File: src/hw/rtl/sitp_pkg.sv
// Shared types, constants and helper functions for the sized integer text parser.
// No dependencies; imported by sitp_core, sized_integer_text_parser and sitp_checker.
`default_nettype none

package sitp_pkg;

  // Width of the internal consumed-character counter
  localparam int COUNT_BITS = 16;

  // Configuration register indexes
  localparam logic [1:0] CFG_BASE_SELECT = 2'd0;
  localparam logic [1:0] CFG_SIZE_CLASS  = 2'd1;
  localparam logic [1:0] CFG_SIGNED_MODE = 2'd2;

  // Result status codes
  localparam logic [1:0] ST_NONDIGIT = 2'd0;
  localparam logic [1:0] ST_END      = 2'd1;
  localparam logic [1:0] ST_LIMIT    = 2'd2;
  localparam logic [1:0] ST_BADBASE  = 2'd3;

  // Marker for "not a digit" from digit_of
  localparam logic [4:0] NO_DIGIT = 5'd16;

  // Digit limit per size class (rows) and base 2..16 (columns)
  localparam logic [6:0] DIGIT_LIMIT [4][15] = '{
    '{7'd8,  7'd6,  7'd4,  7'd4,  7'd4,  7'd3,  7'd3,  7'd3,
      7'd3,  7'd3,  7'd3,  7'd3,  7'd3,  7'd3,  7'd2},
    '{7'd16, 7'd11, 7'd8,  7'd7,  7'd7,  7'd6,  7'd6,  7'd6,
      7'd5,  7'd5,  7'd5,  7'd5,  7'd5,  7'd5,  7'd4},
    '{7'd32, 7'd21, 7'd16, 7'd14, 7'd13, 7'd12, 7'd11, 7'd11,
      7'd10, 7'd10, 7'd9,  7'd9,  7'd9,  7'd9,  7'd8},
    '{7'd64, 7'd41, 7'd32, 7'd28, 7'd25, 7'd23, 7'd22, 7'd21,
      7'd20, 7'd19, 7'd18, 7'd18, 7'd17, 7'd17, 7'd16}
  };

  // One result transaction from the parse step
  typedef struct packed {
    logic        valid;
    logic [63:0] value;
    logic [15:0] consumed;
    logic [6:0]  digits_taken;
    logic [1:0]  status;
  } sitp_res_t;

  // Hex digit value of an ASCII character, NO_DIGIT if none
  function automatic logic [4:0] digit_of(input logic [7:0] c);
    logic [4:0] d;
    d = NO_DIGIT;
    if (c >= "0" && c <= "9") d = 5'(c - 8'h30);
    else if (c >= "a" && c <= "f") d = 5'(c - 8'h57);
    else if (c >= "A" && c <= "F") d = 5'(c - 8'h37);
    return d;
  endfunction

endpackage

`default_nettype wire

File: src/hw/rtl/sitp_core.sv
// Per-character parse step: string state registers and the combinational step.
// Depends on sitp_pkg.
`default_nettype none

module sitp_core (
  input  wire logic                  clk,
  input  wire logic                  rst_n,
  input  wire logic                  step_en,
  input  wire logic [7:0]            char_in,
  input  wire logic                  last_char,
  input  wire logic [4:0]            base_select,
  input  wire logic [2:0]            size_class,
  input  wire logic                  signed_mode,
  output sitp_pkg::sitp_res_t        res
);
  import sitp_pkg::*;

  typedef enum logic [2:0] {
    PH_START,
    PH_AFTER_SIGN,
    PH_SAW_ZERO,
    PH_DIGITS,
    PH_DRAIN
  } phase_t;

  phase_t                phase_r, phase_nxt;
  logic [63:0]           acc_r, acc_nxt;
  logic [6:0]            dcnt_r, dcnt_nxt;
  logic [COUNT_BITS-1:0] ccnt_r, ccnt_nxt;
  logic                  neg_r, neg_nxt;
  logic [4:0]            base_r, base_nxt;

  // Effective size class, 1..4 encoded as 0..3
  logic [1:0] size_idx;
  always_comb begin
    if (size_class == 3'd0)      size_idx = 2'd0;
    else if (size_class > 3'd4)  size_idx = 2'd3;
    else                         size_idx = 2'(size_class - 3'd1);
  end

  // Parse step
  always_comb begin
    logic        do_sign_done;
    logic        do_zero_done;
    logic        do_digit;
    logic        emit;
    logic [1:0]  st;
    logic [4:0]  d;
    logic [63:0] v;
    logic [31:0] cnt32;

    phase_nxt    = phase_r;
    acc_nxt      = acc_r;
    dcnt_nxt     = dcnt_r;
    ccnt_nxt     = ccnt_r;
    neg_nxt      = neg_r;
    base_nxt     = base_r;
    do_sign_done = 1'b0;
    do_zero_done = 1'b0;
    do_digit     = 1'b0;
    emit         = 1'b0;
    st           = ST_NONDIGIT;
    d            = NO_DIGIT;

    unique case (phase_r)
      PH_START: begin
        if (base_select == 5'd1 || base_select > 5'd16) begin
          emit = 1'b1;
          st   = ST_BADBASE;
        end else begin
          base_nxt = base_select;
          if (signed_mode && char_in == "-") begin
            neg_nxt   = 1'b1;
            ccnt_nxt  = (ccnt_r == '1) ? ccnt_r : ccnt_r + 1'b1;
            phase_nxt = PH_AFTER_SIGN;
            emit      = last_char;
            st        = ST_END;
          end else begin
            do_sign_done = 1'b1;
          end
        end
      end
      PH_AFTER_SIGN: do_sign_done = 1'b1;
      PH_SAW_ZERO:   do_zero_done = 1'b1;
      PH_DIGITS:     do_digit     = 1'b1;
      default: begin
        // drain the rest of the string after a result
        phase_nxt = PH_DRAIN;
      end
    endcase

    // After the sign: with automatic base look for the leading zero of a hex prefix, else go to the digits
    if (do_sign_done) begin
      if (base_nxt == 5'd0) begin
        if (char_in == "0") begin
          ccnt_nxt  = (ccnt_r == '1) ? ccnt_r : ccnt_r + 1'b1;
          phase_nxt = PH_SAW_ZERO;
          emit      = last_char;
          st        = ST_END;
        end else begin
          base_nxt = 5'd10;
          do_digit = 1'b1;
        end
      end else begin
        do_digit = 1'b1;
      end
    end

    // Prefix 'x' after the zero
    if (do_zero_done) begin
      if (char_in == "x" || char_in == "X") begin
        base_nxt  = 5'd16;
        ccnt_nxt  = (ccnt_r == '1) ? ccnt_r : ccnt_r + 1'b1;
        phase_nxt = PH_DIGITS;
        emit      = last_char;
        st        = ST_END;
      end else begin
        base_nxt = 5'd10;
        do_digit = 1'b1;
      end
    end

    // Digit accumulation
    if (do_digit) begin
      phase_nxt = PH_DIGITS;
      if (base_nxt < 5'd2 || base_nxt > 5'd16) base_nxt = 5'd10;
      d = digit_of(char_in);
      if (d >= base_nxt) begin
        emit = 1'b1;
        st   = ST_NONDIGIT;
      end else begin
        ccnt_nxt = (ccnt_r == '1) ? ccnt_r : ccnt_r + 1'b1;
        if (d != 5'd0 || dcnt_r != 7'd0) begin
          acc_nxt  = 64'(acc_r * {59'd0, base_nxt}) + {59'd0, d};
          dcnt_nxt = dcnt_r + 7'd1;
          if (dcnt_nxt >= DIGIT_LIMIT[size_idx][4'(base_nxt - 5'd2)]) begin
            emit = 1'b1;
            st   = ST_LIMIT;
          end else begin
            emit = last_char;
            st   = ST_END;
          end
        end else begin
          emit = last_char;
          st   = ST_END;
        end
      end
    end

    // Format the result from the updated state
    v = neg_nxt ? (64'd0 - acc_nxt) : acc_nxt;
    unique case (size_idx)
      2'd0: v = signed_mode ? {{56{v[7]}}, v[7:0]} : {56'd0, v[7:0]};
      2'd1: v = signed_mode ? {{48{v[15]}}, v[15:0]} : {48'd0, v[15:0]};
      2'd2: v = signed_mode ? {{32{v[31]}}, v[31:0]} : {32'd0, v[31:0]};
      default: v = v;
    endcase
    cnt32 = 32'(ccnt_nxt);

    res.valid        = step_en && emit;
    res.status       = st;
    res.value        = (st == ST_BADBASE) ? 64'd0 : v;
    res.consumed     = (st == ST_BADBASE) ? 16'd0 :
                       (cnt32 > 32'h0000_FFFF) ? 16'hFFFF : cnt32[15:0];
    res.digits_taken = (st == ST_BADBASE) ? 7'd0 : dcnt_nxt;

    // A result ends the string, or drains it until the last character
    if (phase_r == PH_DRAIN) begin
      if (last_char) begin
        phase_nxt = PH_START;
        acc_nxt   = '0;
        dcnt_nxt  = '0;
        ccnt_nxt  = '0;
        neg_nxt   = 1'b0;
        base_nxt  = '0;
      end
    end else if (emit) begin
      if (last_char) begin
        phase_nxt = PH_START;
        acc_nxt   = '0;
        dcnt_nxt  = '0;
        ccnt_nxt  = '0;
        neg_nxt   = 1'b0;
        base_nxt  = '0;
      end else begin
        phase_nxt = PH_DRAIN;
      end
    end
  end

  // String state
  always_ff @(posedge clk) begin
    if (!rst_n) begin
      phase_r <= PH_START;
      acc_r   <= '0;
      dcnt_r  <= '0;
      ccnt_r  <= '0;
      neg_r   <= 1'b0;
      base_r  <= '0;
    end else if (step_en) begin
      phase_r <= phase_nxt;
      acc_r   <= acc_nxt;
      dcnt_r  <= dcnt_nxt;
      ccnt_r  <= ccnt_nxt;
      neg_r   <= neg_nxt;
      base_r  <= base_nxt;
    end
  end

endmodule

`default_nettype wire

File: src/hw/rtl/sized_integer_text_parser.sv
// Sized integer text parser: one character per cycle in unless stalled, one number
// per string out. A character passes an input register, one parse step in sitp_core,
// then the output register; the parse state is updated in that same step, so a new
// character can be taken every cycle. The rate is set by the combinational parse
// step (multiply-add of the accumulator by the base). While a result waits the parse
// step holds, and the input register takes one more character before input stalls.
// Configuration is written on cfg_we with no wait.
// Depends on sitp_pkg and sitp_core.
`default_nettype none

module sized_integer_text_parser (
  input  wire logic        clk,
  input  wire logic        rst_n,
  input  wire logic        in_valid,
  output logic             in_ready,
  input  wire logic [7:0]  in_char_in,
  input  wire logic        in_last_char,
  output logic             out_valid,
  input  wire logic        out_ready,
  output logic [63:0]      out_value,
  output logic [15:0]      out_consumed,
  output logic [6:0]       out_digits_taken,
  output logic [1:0]       out_status,
  input  wire logic        cfg_we,
  input  wire logic [1:0]  cfg_index,
  input  wire logic [4:0]  cfg_wdata
);
  import sitp_pkg::*;

  logic [4:0] base_select_r;
  logic [2:0] size_class_r;
  logic       signed_mode_r;

  logic       in_valid_r;
  logic [7:0] in_char_r;
  logic       in_last_r;

  logic       out_valid_r;
  logic [63:0] out_value_r;
  logic [15:0] out_consumed_r;
  logic [6:0]  out_digits_r;
  logic [1:0]  out_status_r;

  logic       step_en;
  sitp_res_t  res;

  // Configuration registers
  always_ff @(posedge clk) begin
    if (!rst_n) begin
      base_select_r <= 5'd10;
      size_class_r  <= 3'd4;
      signed_mode_r <= 1'b0;
    end else if (cfg_we) begin
      unique case (cfg_index)
        CFG_BASE_SELECT: base_select_r <= cfg_wdata;
        CFG_SIZE_CLASS:  size_class_r  <= cfg_wdata[2:0];
        CFG_SIGNED_MODE: signed_mode_r <= cfg_wdata[0];
        default: ;
      endcase
    end
  end

  // Step when a character is held and the output register can take a result
  assign step_en  = in_valid_r && (!out_valid_r || out_ready);
  assign in_ready = !in_valid_r || step_en;

  // Input register
  always_ff @(posedge clk) begin
    if (!rst_n) begin
      in_valid_r <= 1'b0;
    end else if (in_ready) begin
      in_valid_r <= in_valid;
    end
  end

  always_ff @(posedge clk) begin
    if (in_valid && in_ready) begin
      in_char_r <= in_char_in;
      in_last_r <= in_last_char;
    end
  end

  sitp_core u_core (
    .clk         (clk),
    .rst_n       (rst_n),
    .step_en     (step_en),
    .char_in     (in_char_r),
    .last_char   (in_last_r),
    .base_select (base_select_r),
    .size_class  (size_class_r),
    .signed_mode (signed_mode_r),
    .res         (res)
  );

  // Output register
  always_ff @(posedge clk) begin
    if (!rst_n) begin
      out_valid_r <= 1'b0;
    end else if (res.valid) begin
      out_valid_r <= 1'b1;
    end else if (out_ready) begin
      out_valid_r <= 1'b0;
    end
  end

  always_ff @(posedge clk) begin
    if (res.valid) begin
      out_value_r    <= res.value;
      out_consumed_r <= res.consumed;
      out_digits_r   <= res.digits_taken;
      out_status_r   <= res.status;
    end
  end

  assign out_valid        = out_valid_r;
  assign out_value        = out_value_r;
  assign out_consumed     = out_consumed_r;
  assign out_digits_taken = out_digits_r;
  assign out_status       = out_status_r;

endmodule

`default_nettype wire

File: config.mk
export PLATFORM = sky130hd
export DESIGN_NAME = sized_integer_text_parser
export DESIGN_NICKNAME = d
export VERILOG_FILES = /design/src/hw/rtl/sitp_pkg.sv /design/src/hw/rtl/sitp_core.sv /design/src/hw/rtl/sized_integer_text_parser.sv
export SDC_FILE = /design/constraint.sdc
export NUM_CORES = 1
export LEC_CHECK = 0
export BUFFER_PORTS_ARGS = -buffer_cell sky130_fd_sc_hd__buf_2
export CORE_UTILIZATION = 55
export DETAILED_ROUTE_END_ITERATION = 8
export PLACE_DENSITY_LB_ADDON = 0.1
export SYNTH_ARGS = -nofsm -noshare
export SYNTH_HDL_FRONTEND = slang
export SYNTH_HIERARCHICAL = 1
export SYNTH_SLANG_ARGS = --single-unit
export TNS_END_PERCENT = 10
File: constraint.sdc
create_clock -name clk -period 13.7 [get_ports clk]
set_input_delay 3.425 -clock clk [delete_from_list [all_inputs] [get_ports clk]]
set_output_delay 3.425 -clock clk [all_outputs]
set_load 0.01 [all_outputs]
==> results <==
- The flow ran to the end, and the final reports show no timing, DRC or antenna violations.
- Summed over its instances, the top area cell type makes up 15.39% of the synthesized netlist area.
- 112 I/O pins were placed.
- The routed design could run at a clock period as short as 10.49 ns.
- In the synthesized netlist the dominant register cell turns out to be sky130_fd_sc_hd__dfxtp_1.
- The total overflow left after global routing is 0.
- The count of hold-fix buffers inserted at cts is 0.
- Derived from the worst setup path, the maximum achievable clock frequency is 95.29 MHz.
- After clock tree synthesis, the setup repair step added 0 buffers.
- Routability-driven placement finished with a final weighted congestion of 0.9880.
- By count the netlist is led by sky130_fd_sc_hd__inv_1, sky130_fd_sc_hd__nor2_1, sky130_fd_sc_hd__nand2_1.
- The slowest stage cell on the critical path is sky130_fd_sc_hd__a2111oi_2.
- The tool flagged a number of max-cap violations equal to 0.
- After synthesis, the cell types taking the most area are sky130_fd_sc_hd__fa_1, sky130_fd_sc_hd__edfxtp_1, sky130_fd_sc_hd__dfxtp_1, sky130_fd_sc_hd__ha_1, sky130_fd_sc_hd__inv_1.
- CTS built an H-tree with a depth of 1.
- The floorplan step defined a die boundary enclosing 44,130 sq um.
- The critical path arrival is 10.79 ns.
- Buffers placed on the I/O ports in this run total 111.
- The maximum number of pins on one net before global-route repair is 97.
- Setup violations remaining at the end of the flow were counted as 0.
- The library cell used as clock root buffer is sky130_fd_sc_hd__clkbuf_16.
- The number of vias in the routed layout is 21,050.
- The first global-routing pass estimated 116,900 um of wire.
- For the pin with the worst max-slew slack, the measured transition is 1.325 ns.
- After legalization and detailed placement, the total HPWL measured 54,770 um.
- The die outline height is 210.1 um.
- The latest clock arrival within the worst-skew pair is 0.57 ns.
- The distinct cell type count after synthesis is 113.
- Of all cell types, the one taking the most synthesized area is sky130_fd_sc_hd__fa_1.
- The number of global-route vias before repair came to 21,210.
- The buffers plus inverters on the worst setup path is 5.
- The share of the Yosys chip area taken by registers is 21.35%.
- Yosys mapped a number of flops with a built-in enable equal to 98.
- The number of synthesized register bits is 205.
- Clock-pin slew was measured on the worst setup and hold paths at 0.06 ns.
- The average instance area after synthesis is 8.234 sq um.
- The total clock sinks is 205.
- Once the floorplan was initialized, standard cells occupied 56.26% of the core.
- Clock skew on the completed layout was measured at 0.02232 ns.
- 0 antenna diodes ended up in the layout.
- Once the clock tree was built, the resizer swapped 0 gates to a different size.
- The proportion of synthesized flip-flops having asynchronous set or reset is 0%.
- TritonCTS built the clock tree.
- The count of cells in the finished layout, fillers not included, comes to 3,503.
- Counting along the longest clock path gives a buffer depth of 3.
- In the final layout, the share of cells above drive strength 1 is 8.373%.
- The biggest fanout along the worst timing path is 37.
- The endpoint kind of the worst setup timing path is a flip-flop.
- Measured against its own limit, the worst slew margin works out to 11.62%.
- The pre-antenna-repair detailed-routing pass consisted of 8 iterations.
- The area growth from synthesis to layout is 7.336%.
- The path class of the tightest hold or removal check is flip-flop to flip-flop.
- The hold violation count in the final report is 0.
- Clock tree synthesis inserted a total of 26 buffers.
- Of the available clock period, the critical path in the final layout requires 76.60%.
- Setup repair after global routing left no endpoint under its margin.
- The core region is 42,320 sq um.
- The count of antenna-violating nets left after detailed routing is 0.
- The number of synthesis warnings is 6.
- After the first detailed-routing iteration, the DRC count stood at 1,779.
- The largest stage delay on the critical path is 0.91 ns.
- The number of rows created at floorplan is 75.
- The power density over the cells is 67.71 nW/um^2.
- After detailed routing, the number of remaining DRC violations is 0.
- The worst setup path is of the flip-flop to flip-flop kind.
- The sum of routed wire length over all layers is 73,970 um.
- The cell count after synthesis came out at 2,892.
- The static power due to leakage is 11.12 nW.
- The worst setup path is launched from a flip-flop.
- The post-synthesis instance area is 23,810 sq um.
- The number of cells after detailed placement is 3,455.
- The number of max-slew violations in the final report was 0.
- In the routed layout, each cell is associated on average with a via count of 6.009.
- STA puts the critical path data required time at 13.99 ns.
- Global routing used 33.72% of the available tracks across all layers.
- The worst-case IR drop observed on VDD is 0.09352 mV.
- The detail-routed net length per standard cell is 21.12 um.
- Counting every net in the synthesized netlist gives 3,248.
- The most frequently used cell type in the post-synthesis netlist is sky130_fd_sc_hd__inv_1.
- The cell class contributing the biggest share of worst-path delay is compound AO/OA/AOI/OAI gates.
- The setup TNS is 0 ns.
- The initial antenna violation count is 1.
- Measured along the x axis, the die boundary spans 210.1 um.
- After the last flow step, the layout net total stands at 3,262.
cell type report:
cell class | instances | area (sq um)
well taps | 577 | 721.9
clock inverters | 14 | 168.9
inverters | 359 | 1348
clock buffers | 34 | 690.7
repair buffers | 136 | 743.2
multi-input cells | 2178 | 16800
fillers | 3855 | 16760
flip-flops and latches | 205 | 5085
placed cells by master, fill, tap and decap left out, drive strengths merged, types with 17 or more instances in the layout:
master and n:
nand3 37, a22oi 18, o31ai 23, a31oi 32
nand2 224, nor3 56, nor2b 136, buf 136
o22ai 38, or3 17, a211oi 23, dfxtp 107
ha 152, xnor2 61, nand4 23, edfxtp 98
nor4 17, and2 170, clkbuf 34, o21ai 111
a21o 37, xor2 76, a21oi 210, nor2 266
nand2b 20, inv 360, fa 183, mux2i 36
report_power, final:
group	switching, mW	internal (mW)
logic	0.241	0.101
clock network	0.294	0.413
registers	0.0117	0.670
final timing paths:
kind | to | depth (start not counted) | from | slack, ns
setup / recovery | out_value[62] | 27 | u_core/phase_r[1] | 3.21
setup reg to reg | out_value[62] | 27 | u_core/phase_r[1] | 3.21
hold reg to reg | size_class_r[0] | 2 | size_class_r[0] | 0.49
hold / removal | size_class_r[0] | 2 | size_class_r[0] | 0.49
per-layer routing:
layer | track usage (%) | up-vias | share of wire, %
met5 | 0 | - | 0.019
met4 | 12.11 | 2 | 3.7
met3 | 3.844 | 162 | 5.7
met2 | 56.82 | 785 | 47
met1 | 44.70 | 10320 | 43
li1 | - | 9779 | -
worst register-to-register path: cells and delay by family (launching register included):
kind / cells / cell delay, ns
AOI/OAI and AO/OA: 10 / 3.57
xor gates and xnor gates: 2 / 0.36
adders and majority gates: 4 / 2.00
buffers and inverters: 5 / 1.50
DFF: 1 / 0.52
and+or+nand+nor: 6 / 2.27
sequential cells by signal, indices dropped and copies added, names as in the netlist, 5 cells and up:
signal / count
u_core/base_r: 5
u_core/ccnt_r: 16
out_digits_taken: 7
u_core/dcnt_r: 7
out_consumed: 16
u_core/acc_r: 64
out_value: 64
base_select_r: 5
in_char_r: 8
per-stage QoR:
step                      util (%)  cell area (sq um)  total power, mW  hold WS (ns)  worst slack, ns
final                        60.39              25560            1.730        0.4912            3.206
after global routing         60.39              25560            1.788        0.5028            2.690
after detailed placement     58.36              24700            1.028        0.4641            3.425
after CTS                    60.39              25560            1.736        0.4846            3.379
after floorplan                  -              23810           0.9157        0.4335            3.842
after global placement       58.36              24700            1.022        0.4544            3.770
cells by family after synthesis:
group	after synthesis	share of synthesized area (%)
compound gates	623	17.14
xor+xnor	138	5.134
fa+ha+maj	336	23.41
buf+inv	509	8.297
flops	205	21.35
mux	44	1.892
simple gates	1037	22.77
No activity file was read; power rests on OpenSTA's default activity.
